File: config.mk
export PLATFORM = sky130hd
export DESIGN_NAME = frit_ctrl
export DESIGN_NICKNAME = d
export VERILOG_FILES = /design/src/assert_macros.svh /design/src/frit_pkg.sv /design/src/frit_ctrl.sv
export SDC_FILE = /design/constraint.sdc
export NUM_CORES = 1
export LEC_CHECK = 0
export BUFFER_PORTS_ARGS = -buffer_cell sky130_fd_sc_hd__buf_2
export CAP_MARGIN = 25
export CORE_UTILIZATION = 45
export DETAILED_ROUTE_END_ITERATION = 7
export PLACE_DENSITY = 0.74
export SKIP_CTS_REPAIR_TIMING = 1
export SKIP_LAST_GASP = 1
export SYNTH_ARGS = -nofsm -noshare
export SYNTH_HDL_FRONTEND = slang
export SYNTH_SLANG_ARGS = --single-unit
File: constraint.sdc
create_clock -name clk -period 4.3 [get_ports clk]
set_clock_uncertainty 0.2 [all_clocks]
set_input_delay 0.645 -clock clk [delete_from_list [all_inputs] [get_ports clk]]
set_output_delay 0.645 -clock clk [all_outputs]
set_load 0.02 [all_outputs]
File: src/assert_macros.svh
// assertion macros included by the rtl datapath
`ifndef ASSERT_MACROS_SVH
`define ASSERT_MACROS_SVH
`ifndef NO_ASSERTIONS
// same-cycle implication, sampled on clk, off during reset
`define ASSERT_IMPL(label, pre, post) \
	label: assert property (@(posedge clk) disable iff (!arst_n) (pre) |-> (post)) \
		else $error("assertion failed");
// next-cycle implication
`define ASSERT_NEXT(label, pre, post) \
	label: assert property (@(posedge clk) disable iff (!arst_n) (pre) |=> (post)) \
		else $error("assertion failed");
`else
`define ASSERT_IMPL(label, pre, post)
`define ASSERT_NEXT(label, pre, post)
`endif
`endif

File: src/frit_pkg.sv
// constants, codes and control types of the recent id table
package frit_pkg;
	localparam int TABLE_ENTRIES = 1024;
	localparam int MAX_IDS = 8;
	localparam int IDX_W = (TABLE_ENTRIES > 1) ? $clog2(TABLE_ENTRIES) : 1;
	localparam int CNT_W = $clog2(TABLE_ENTRIES + 1);
	localparam int SLOT_W = (MAX_IDS > 1) ? $clog2(MAX_IDS) : 1;
	localparam int HIST_D = TABLE_ENTRIES * MAX_IDS;
	localparam int HIST_AW = $clog2(HIST_D);
	localparam int IDS_W = 4;
	localparam int CFG_AW = 3;

	localparam logic [1:0] OP_UPDATE = 2'd0;
	localparam logic [1:0] OP_LOOKUP_ALL = 2'd1;
	localparam logic [1:0] OP_LOOKUP_LATEST = 2'd2;

	localparam logic [1:0] ERR_OK = 2'd0;
	localparam logic [1:0] ERR_FULL = 2'd1;
	localparam logic [1:0] ERR_BAD_ID = 2'd2;

	localparam logic [63:0] NONE_ID = '1;

	localparam logic [CFG_AW-3:0] REG_IDS_IN_USE = '0;

	// result id source
	localparam logic [1:0] ID_SEL_NID = 2'd0;
	localparam logic [1:0] ID_SEL_NONE = 2'd1;
	localparam logic [1:0] ID_SEL_HIST = 2'd2;

	// history write source
	localparam logic [1:0] WSEL_NID = 2'd0;
	localparam logic [1:0] WSEL_NONE = 2'd1;
	localparam logic [1:0] WSEL_RDATA = 2'd2;

	typedef struct packed {
		logic capture;
		logic scan_inc;
		logic hit_set;
		logic insert;
		logic slot_clr;
		logic slot_set_top;
		logic slot_inc;
		logic slot_dec;
		logic hist_we;
		logic [1:0] hist_wsel;
		logic hist_rd_prev;
		logic out_load;
		logic [1:0] out_id_sel;
		logic [1:0] out_err;
		logic out_last;
	} frit_cmd_t;

	typedef struct packed {
		logic scan_end;
		logic key_match;
		logic found;
		logic [1:0] op;
		logic nid_none;
		logic full;
		logic slot_zero;
		logic slot_top;
		logic slot_last;
		logic out_free;
	} frit_status_t;
endpackage

File: src/frit_ctrl.sv
// sequencer for scan, insert, history shift and result beats
module frit_ctrl import frit_pkg::*; (
	input logic clk,
	input logic arst_n,
	input logic req_valid,
	input frit_status_t status,
	output frit_cmd_t cmd
);
	localparam logic [3:0] S_IDLE = 4'd0;
	localparam logic [3:0] S_SCAN_RD = 4'd1;
	localparam logic [3:0] S_SCAN_CMP = 4'd2;
	localparam logic [3:0] S_DECIDE = 4'd3;
	localparam logic [3:0] S_INIT = 4'd4;
	localparam logic [3:0] S_SH_RD = 4'd5;
	localparam logic [3:0] S_SH_WR = 4'd6;
	localparam logic [3:0] S_LK_RD = 4'd7;
	localparam logic [3:0] S_LK_EMIT = 4'd8;
	localparam logic [3:0] S_EMIT = 4'd9;

	logic [3:0] state_q, state_d;
	logic [1:0] err_q, err_d, idsel_q, idsel_d;

	always_ff @(posedge clk or negedge arst_n) begin
		if (!arst_n) begin
			state_q <= S_IDLE;
			err_q <= ERR_OK;
			idsel_q <= ID_SEL_NONE;
		end else begin
			state_q <= state_d;
			err_q <= err_d;
			idsel_q <= idsel_d;
		end
	end

	always_comb begin
		cmd = '0;
		state_d = state_q;
		err_d = err_q;
		idsel_d = idsel_q;
		case (state_q)
			S_IDLE: begin
				if (req_valid) begin
					cmd.capture = 1'b1;
					state_d = S_SCAN_RD;
				end
			end
			S_SCAN_RD: begin
				state_d = status.scan_end ? S_DECIDE : S_SCAN_CMP;
			end
			S_SCAN_CMP: begin
				if (status.key_match) begin
					cmd.hit_set = 1'b1;
					state_d = S_DECIDE;
				end else begin
					cmd.scan_inc = 1'b1;
					state_d = S_SCAN_RD;
				end
			end
			S_DECIDE: begin
				case (status.op)
					OP_UPDATE: begin
						if (status.nid_none) begin
							err_d = ERR_BAD_ID;
							idsel_d = ID_SEL_NONE;
							state_d = S_EMIT;
						end else if (status.found) begin
							cmd.slot_set_top = 1'b1;
							state_d = S_SH_RD;
						end else if (status.full) begin
							err_d = ERR_FULL;
							idsel_d = ID_SEL_NONE;
							state_d = S_EMIT;
						end else begin
							cmd.insert = 1'b1;
							cmd.slot_clr = 1'b1;
							state_d = S_INIT;
						end
					end
					OP_LOOKUP_ALL, OP_LOOKUP_LATEST: begin
						if (status.found) begin
							cmd.slot_clr = 1'b1;
							state_d = S_LK_RD;
						end else begin
							err_d = ERR_OK;
							idsel_d = ID_SEL_NONE;
							state_d = S_EMIT;
						end
					end
					default: state_d = S_IDLE;
				endcase
			end
			S_INIT: begin
				cmd.hist_we = 1'b1;
				cmd.hist_wsel = status.slot_zero ? WSEL_NID : WSEL_NONE;
				if (status.slot_top) begin
					err_d = ERR_OK;
					idsel_d = ID_SEL_NID;
					state_d = S_EMIT;
				end else begin
					cmd.slot_inc = 1'b1;
				end
			end
			S_SH_RD: begin
				if (status.slot_zero) begin
					cmd.hist_we = 1'b1;
					cmd.hist_wsel = WSEL_NID;
					err_d = ERR_OK;
					idsel_d = ID_SEL_NID;
					state_d = S_EMIT;
				end else begin
					cmd.hist_rd_prev = 1'b1;
					state_d = S_SH_WR;
				end
			end
			S_SH_WR: begin
				cmd.hist_we = 1'b1;
				cmd.hist_wsel = WSEL_RDATA;
				cmd.slot_dec = 1'b1;
				state_d = S_SH_RD;
			end
			S_LK_RD: begin
				state_d = S_LK_EMIT;
			end
			S_LK_EMIT: begin
				if (status.out_free) begin
					cmd.out_load = 1'b1;
					cmd.out_id_sel = ID_SEL_HIST;
					cmd.out_err = ERR_OK;
					cmd.out_last = status.slot_last;
					if (status.slot_last) begin
						state_d = S_IDLE;
					end else begin
						cmd.slot_inc = 1'b1;
						state_d = S_LK_RD;
					end
				end
			end
			S_EMIT: begin
				if (status.out_free) begin
					cmd.out_load = 1'b1;
					cmd.out_id_sel = idsel_q;
					cmd.out_err = err_q;
					cmd.out_last = 1'b1;
					state_d = S_IDLE;
				end
			end
			default: state_d = S_IDLE;
		endcase
	end
endmodule
==> metrics, run 1 <==
outcome completed; ant diodes 0; GRT Residual Overflow 0; Final TNS setup 0 ns; Die W 44.7 µm; routability cong. 0.817; CTS Buffer Depth 2; Synth top cells by count 9 x nor2_1, 7 x and3_1, 7 x inv_1, 7 x nand2b_1; CTS tree yes; initial antenna violation count 0; Max-cap violations 0; clk_lat worst skew 0.25 ns; final-stage net count 145; Synthesis Warnings 0; leading area contributor after synthesis dfrtp_1; delay of the slowest cell on the worst path 0.70 ns; critical path's slowest cell dfrtp_1; Max Slew Vio Count 0; critical path type flip-flop to output pin; setup ws final 1.45 ns; initial core utilization 47.6%; row count 15; vias in the first global route 762; Critical path buffers and inverters 1; Via density ~5.8; synth-to-layout area growth 20.4%; Place WS between 1.5 and 2 ns; critical path launch point type flip-flop; Crit. End Element output pin; mapped cell area 822 µm²; CP required roughly 3.5 ns; core box area 1730 µm²; largest net degree at the start of global routing 20; first-pass GRT wire length about 3200 µm; min Tclk post-route 2.85 ns; Root Driver clkbuf_4; RSZ-0062 raised after global routing false; syn_nets roughly 120; IO Pins 32; die area ~2000 µm²; remaining routing DRC violations 0; Crit path arrival time 2.01 ns; Slew headroom between 60% and 70%; Top Family by Delay on Critical Path simple AND/OR/NAND/NOR gates; total CTS buffers 3; period utilization around two thirds; Least-Margin Pin Slew 0.573 ns; Fmax achieved 351 MHz; count leader, synth nor2_1; final cell utilization of the core approximately 57%; Yosys top cell area share 18.3%; Leak 0.510 nW; Yosys cell types 44; Post-synth EDFFs 0; Crit. Startpoint state_q[0]; main flop type after synthesis dfrtp_1; Die Y 44.7 µm; worst vdd ir around 0.27 mV; H-Tree Depth 1; FF+latch count, synth 7; placed wire-length estimate 1610 µm; CP Max Fanout 19; Mean Syn Cell Area about 8.2 µm²; top post-synthesis cells by area dfrtp_1 18%, and3_1 5.3%, nand2b_1 5.3%, nor2_1 4.1%, mux2_4 3.7%; cells after synthesis 100; layout cells sized above 1 35.2%; starting DRC count in detailed routing 12; Post-Route WL between 2000 and 2500 µm; IO buf count 31; clk sinks 7; All-Layer GR Usage 21.4%; number of setup violations in the final report 0; sequential share of the synthesized area a little over a fifth; ys async rst share 100%; worst r2r src state_q[0]; First-pass DRT Iterations 4; post-route ant nets 0; clock input transition at the sequential cells of the worst setup and hold paths approximately 0.05 ns; Hold WC Path Type input port to async pin; vias approximately 880; final hold violations 0; Avg WL per Cell 13.2 µm; CP Cell Sequence nor4bb_4, nand2_1, nor4_2, o21ba_1, buf_2; Pwr Density between 500 and 600 nW/µm²
layout make-up:
cell class | count | area [µm²]
Timing Repair Buffer | 31 | 155
Fill cell | 183 | 737
Tap cell | 25 | 31.3
Inverter | 7 | 26.3
Clock buffer | 4 | 26.3
Multi-Input combinational cell | 79 | 574
Sequential cell | 7 | 176
path summary, 6_finish.rpt:
check | end | slack, ns | cells past startpoint
worst min register to register | idsel_q[0] | 0.27 | 2
worst min-delay path | err_q[0] | 0.02 | 1
max in group asynchronous | idsel_q[0] | 3.65 | 1
min in group clk | idsel_q[0] | 0.27 | 2
worst max register to register | err_q[1] | 2.25 | 4
worst max-delay path | cmd[13] | 1.45 | 5
placed cells by master (no fill, tap or decap), drive strengths merged, types with 2 or more instances in the layout:
master and instances:
clkbuf 4, and3 7, nor3b 2, nand4 2
nor2 10, a21oi 3, nor4 2, ha 2
mux2 2, mux2i 2, inv 7, o32ai 2
nand2b 7, nor3 4, nand2 6, dfrtp 6
buf 31, nor2b 4, a211oi 3, a31oi 3
o21ai 3
cell families after synthesis:
| family | Yosys count | share of synthesized area (%) |
|---|---|---|
| and+or+nand+nor | 50 | 38.8 |
| AOI/OAI and AO/OA | 23 | 21.9 |
| buffers and inverters | 14 | 8.67 |
| DFF | 7 | 21.5 |
| muxes | 4 | 6.09 |
| adders and majority gates | 2 | 3.04 |
stage by stage:
stage	std cells	hold slack, ns	total power, mW	instance area, µm²
3_5_place_dp	149	0.261	0.492	963
6_report	153	0.0178	0.550	990
3_3_place_gp	149	0.259	0.480	963
4_1_cts	153	0.0183	0.554	990
5_1_grt	153	0.0177	0.591	990
2_1_floorplan	100	0.149	0.430	822
routing by layer:
metal  GRT usage (%)  wire (µm)  vias to the layer above  part of all wire [%]
li1                -          -                      427                     -
met1            27.1        858                      424                    42
met2            37.6       1070                       32                    53
met3            3.60         91                        0                   4.5
met4            5.45          0                        0                     0
met5               0          0                        -                     0
state kept, by name (all words and copies together), names as in the netlist:
signal and flops:
state_q 4, idsel_q 1, err_q 2
worst reg2reg max path, cell delays in order, from the launching register on:
cell and delay, ns:
dfrtp_1 0.70, nor4bb_4 0.39, nand4_1 0.16, nand4_2 0.17, mux2_4 0.31
report_power, final:
part | internal (mW) | switching [mW]
sequential | 0.0969 | 0.0763
combinational | 0.149 | 0.167
clock | 0.0355 | 0.0251
total | 0.282 | 0.269
Power figures use the tool's default switching activity.
==> run 2: changes to the inputs <==
CORE_UTILIZATION = 43   (was 45)
clock period = 2.4 ns   (was 4.3 ns; I/O delays follow)
==> run 2 against run 1 <==
  * Worst setup slack got worse by 1.4 ns
  * Count of clock-buffer cells in the layout did not move
  * Core utilization rose by 1.6 points
  * Via count rose by 4.4%
  * Final cell count rose by 3.9%
  * Design area rose by 5.1%
  * Critical path type unchanged
  * Largest power group unchanged
==> metrics, run 2 (same netlist as run 1, synthesis figures left out) <==
CTS Buffer Depth 2 (unchanged); Via density 5.80 (+0.48%); die area 2090 µm² (+4.5%); number of flip-flops in the largest register 4 (unchanged); row count 15 (unchanged); Fmax achieved 429 MHz; remaining routing DRC violations 0 (unchanged); Switching Share 47.5% (-1.3 points); final hold slack 0.170 ns (+0.152 ns); Comb power frac 66.4% (+8.9 points); Final TNS setup 0 ns (unchanged); Pwr Density 1020 nW/µm² (+83%); Most flops, register state_q; Die W 45.7 µm (+2.2%); initial core utilization 46.6% (-1.0 points); Crit. End Element output pin; layout cells sized above 1 38.8% (+3.6 points); starting DRC count in detailed routing 26 (+14); met3 GRT Util 3.57% (-0.029 points); H-Tree Depth 1 (unchanged); period utilization 97.2%; clk_lat worst skew 0.25 ns (about the same); Root Driver clkbuf_4; Crit path arrival time 1.77 ns (-0.24 ns); commonest cells after routing, fill and taps aside 31 x buf_2, 9 x nor2_1, 7 x inv_1, 7 x nand2b_1, 7 x and3_1; vias 922 (+4.4%); clk sinks 7 (unchanged); final-stage net count 151 (+4.1%); CTS tree yes; Hold WC Path Type input port to flip-flop; CP required 1.84 ns (-1.61 ns); Sw Pwr 0.502 mW (+87%); Largest regs state_q (4), err_q (2), idsel_q (1); GRT Residual Overflow 0 (unchanged); vias in the first global route 718 (-5.8%); critical path type flip-flop to output pin; Avg WL per Cell 13.3 µm (+0.36%); largest net degree at the start of global routing 19 (-5.0%); clock share of power 10.1% (-0.9 points); core box area 1760 µm² (+2.2%); P_int 0.554 mW (+97%); placed wire-length estimate 1550 µm (-3.5%); post-route ant nets 0 (unchanged); Post-Route WL 2110 µm (+4.3%); grt peak-use layer met2; IO Pins 32 (unchanged); critical path launch point type flip-flop; commonest non-fill, non-tap cell in the layout buf_2; clock input transition at the sequential cells of the worst setup and hold paths 0.06 ns (about the same); initial antenna violation count 0 (unchanged); final hold violations 0 (unchanged); worst vdd ir 0.486 mV (+82%); Seq pwr share 23.5% (-8.0 points); Leak 0.537 nW (+5.3%); Die Y 45.7 µm (+2.2%); Slew headroom 78.7% (+17 points); Max Slew Vio Count 0 (unchanged); First-pass DRT Iterations 4 (unchanged); Least-Margin Pin Slew 0.318 ns (-0.254 ns); Max-cap violations 0 (unchanged); first-pass GRT wire length 3200 µm (+0.44%); IO buf count 31 (unchanged); number of setup violations in the final report 0 (unchanged); synth-to-layout area growth 26.5%; Global Route met1 Usage 27.4% (+0.25 points); min Tclk post-route 2.33 ns; routability cong. 0.830 (+1.6%); outcome completed; ant diodes 0 (unchanged); total CTS buffers 3 (unchanged); CP Max Fanout 11 (-8); All-Layer GR Usage 21.0% (-0.41 points); met2 usage 36.6% (-1.1 points)
-- run 2: cell types whose count changed in the layout (fill, tap and decap cells not counted), sizes merged --
cell,before,now
dlygate4sd3,0,1
buf,31,36
-- run 2: worst paths after layout --
path	start	end	slack [ns]	cells past startpoint
worst max-delay path	state_q[2]	cmd[13]	0.07	5
worst min-delay path	status[0]	state_q[3]	0.17	2
worst max register to register	state_q[2]	err_q[1]	0.44	5
worst min register to register	idsel_q[0]	idsel_q[0]	0.29	2
max in group asynchronous	arst_n	idsel_q[0]	1.50	2
min in group asynchronous	arst_n	state_q[0]	0.26	2
-- run 2: cell type report --
cell class                      count  area [µm²]
Clock buffer                        4        26.3
Fill cell                         165         724
Inverter                            7        26.3
Multi-Input combinational cell     79         574
Sequential cell                     7         179
Tap cell                           25        31.3
Timing Repair Buffer               37         203
-- run 2: power by group through the flow --
stage                     sequential, mW  combinational (mW)  clock, mW
after floorplan                    0.201               0.570          0
after global placement             0.242               0.649          0
after detailed placement           0.245               0.655          0
after CTS                          0.245               0.660      0.109
after global routing               0.256               0.755      0.114
final                              0.249               0.701      0.106
-- run 2: worst max-delay path: stages, from the launching register on --
cell and delay (ns):
dfrtp_2 0.49, nor4bb_4 0.38, nand2_1 0.13, nor4_2 0.20
o21ba_1 0.17, buf_2 0.15
-- run 2: stage by stage --
stage / total power, mW / util (%) / setup slack (ns) / cell area (µm²) / cells
global placement: 0.891 / 55.5 / 0.346 / 978 / 151
CTS: 1.01 / 57.0 / -0.0338 / 1000 / 155
global route: 1.12 / 58.9 / -0.0154 / 1040 / 159
finish: 1.06 / 58.9 / 0.0683 / 1040 / 159
detailed placement: 0.900 / 55.5 / 0.261 / 978 / 151
floorplan: 0.771 / - / 0.0937 / 822 / 100
-- run 2: metal layers --
metal	up-vias	wire length [µm]
met5	-	0
met4	0	0
met3	0	125
met2	47	1030
met1	432	957
li1	443	-
==> run 3: changes to the inputs <==
BUFFER_PORTS_ARGS = default   (was -buffer_cell sky130_fd_sc_hd__buf_2)
CORE_UTILIZATION = 45   (was 43)
DONT_BUFFER_PORTS = 1   (was default)
PLACE_DENSITY = 0.61   (was 0.74)
==> run 3 against run 2 <==
  * Sequential share of layout area is 2.3 points higher
  * Total power fell by 6.4%
  * Global-route usage up 0.10 points
  * Via count shrank 16%
  * Critical path type unchanged
  * Wire length decreased by 4.5%
==> metrics, run 3 (same netlist as run 1, synthesis figures left out) <==
hold path depth 1 (-1); All-Layer GR Usage 21.1% (+0.10 points); worst vdd ir 0.515 mV (+6.0%); CP Max Fanout 12 (+1); critical path type flip-flop to output pin; clock input transition at the sequential cells of the worst setup and hold paths 0.06 ns (about the same); core box area 1730 µm² (-2.1%); Slew headroom 70.8% (-7.9 points); die area 2000 µm² (-4.3%); remaining routing DRC violations 0 (unchanged); CP Cell Sequence nor4bb_4, nand2_1, nor4_2, o21ba_1; number of setup violations in the final report 0 (unchanged); outcome completed; CP required 1.84 ns (about the same); placed cell count 125 (-17%); IO buf count 0 (-100%); Power, Total 0.988 mW (-6.4%); CTS tree yes; critical path launch point type flip-flop; FILL cells 165 (unchanged); final hold slack 0.00321 ns (-0.167 ns); critical path's slowest cell dfrtp_2; non-filler cells, final 131 (-18%); vias in the first global route 649 (-9.6%); Pwr Density 1080 nW/µm² (+6.3%); clk sinks 7 (unchanged); Critical path buffers and inverters 0 (-1); CTS Buffer Depth 2 (unchanged); largest net degree at the start of global routing 14 (-5); row count 15 (unchanged); IO Pins 32 (unchanged); Crit path arrival time 1.79 ns (+0.02 ns); placed wire-length estimate 1490 µm (-4.0%); ant diodes 0 (unchanged); stages on the worst setup path 4 (-1); commonest non-fill, non-tap cell in the layout nor2_1; Avg WL per Cell 15.4 µm (+16%); vias 777 (-16%); Crit. End Element output pin; Register-to-Register Path Depth 5 (unchanged); Root Driver clkbuf_4; Leak 0.405 nW (-25%); starting DRC count in detailed routing 45 (+73%); final hold violations 0 (unchanged); RSZ-0062 raised after global routing true; Die W 44.7 µm (-2.2%); clk_lat worst skew 0.26 ns (about the same); post-route ant nets 0 (unchanged); routability cong. 0.798 (-3.8%); Least-Margin Pin Slew 0.440 ns (+0.121 ns); Via density 5.93 (+2.3%); GRT Residual Overflow 0 (unchanged); Post-Route WL 2020 µm (-4.5%); H-Tree Depth 1 (unchanged); layout cells sized above 1 22.6% (-16 points); min Tclk post-route 2.35 ns (+0.0185 ns); Fmax achieved 425 MHz (-0.79%); first-pass GRT wire length 3050 µm (-4.7%); initial core utilization 47.6% (+1.0 points); initial antenna violation count 0 (unchanged); synth-to-layout area growth 11.4%; Max Slew Vio Count 0 (unchanged); delay of the slowest cell on the worst path 0.50 ns (about the same); commonest cells after routing, fill and taps aside 9 x nor2_1, 7 x inv_1, 7 x nand2b_1, 7 x and3_1, 7 x buf_4; period utilization 97.9% (+0.77 points); Max-cap violations 0 (unchanged); total CTS buffers 3 (unchanged); final-stage net count 123 (-19%); Largest regs state_q (4), err_q (2), idsel_q (1); First-pass DRT Iterations 4 (unchanged); Die Y 44.7 µm (-2.2%); register area 179 µm² (unchanged); number of flip-flops in the largest register 4 (unchanged); Hold WC Path Type input port to flip-flop; area of the multi-input gates 581 µm² (+1.1%); Top Family by Delay on Critical Path simple AND/OR/NAND/NOR gates; Most flops, register state_q
run 3: cell types whose count changed in the layout (fill, tap and decap cells not counted):
cell,change
buf_2,-31
buf_4,+2
dlygate4sd3_1,+1
o2bb2ai_1,-1
o2bb2ai_2,+1
run 3: path summary, 6_finish.rpt:
check                      startpoint         end  slack [ns]
max in group asynchronous      arst_n  idsel_q[0]        1.48
hold / removal              status[0]  state_q[3]       0.003
setup reg to reg           state_q[0]  state_q[0]        0.41
setup / recovery           state_q[3]     cmd[13]        0.05
hold reg to reg            idsel_q[0]  idsel_q[0]        0.27
min in group asynchronous      arst_n  state_q[0]        0.23
run 3: metal layers:
metal	track usage, %	routed length (µm)	share of wire, %
met4	10.9	26	1.3
met5	0	0	0
met2	32.4	926	46
met3	3.60	123	6.1
met1	28.4	941	47
run 3: per-stage QoR:
stage	setup slack [ns]	util, %	setup TNS (ns)	area, µm²
after floorplan	0.0937	-	0	822
after global placement	0.346	49.9	0	861
after detailed placement	0.286	49.9	0	861
after CTS	-0.00770	51.4	-0.00770	887
after global routing	-0.0206	53.0	-0.0206	916
final	0.0497	53.0	0	916
run 3: layout make-up:
cell class	count	area share [%]
timing repair buffer	9	7.92
inverter	7	2.87
clock buffer	4	2.87
sequential	7	19.5
tap	25	3.42
multi-input combinational	79	63.4
run 3: report_power, final:
part / leakage (nW) / total [mW] / switching [mW] / internal (mW)
clock network: 0.0150 / 0.113 / 0.0492 / 0.0638
logic: 0.305 / 0.606 / 0.338 / 0.268
registers: 0.0848 / 0.270 / 0.0918 / 0.178
total: 0.405 / 0.988 / 0.478 / 0.510
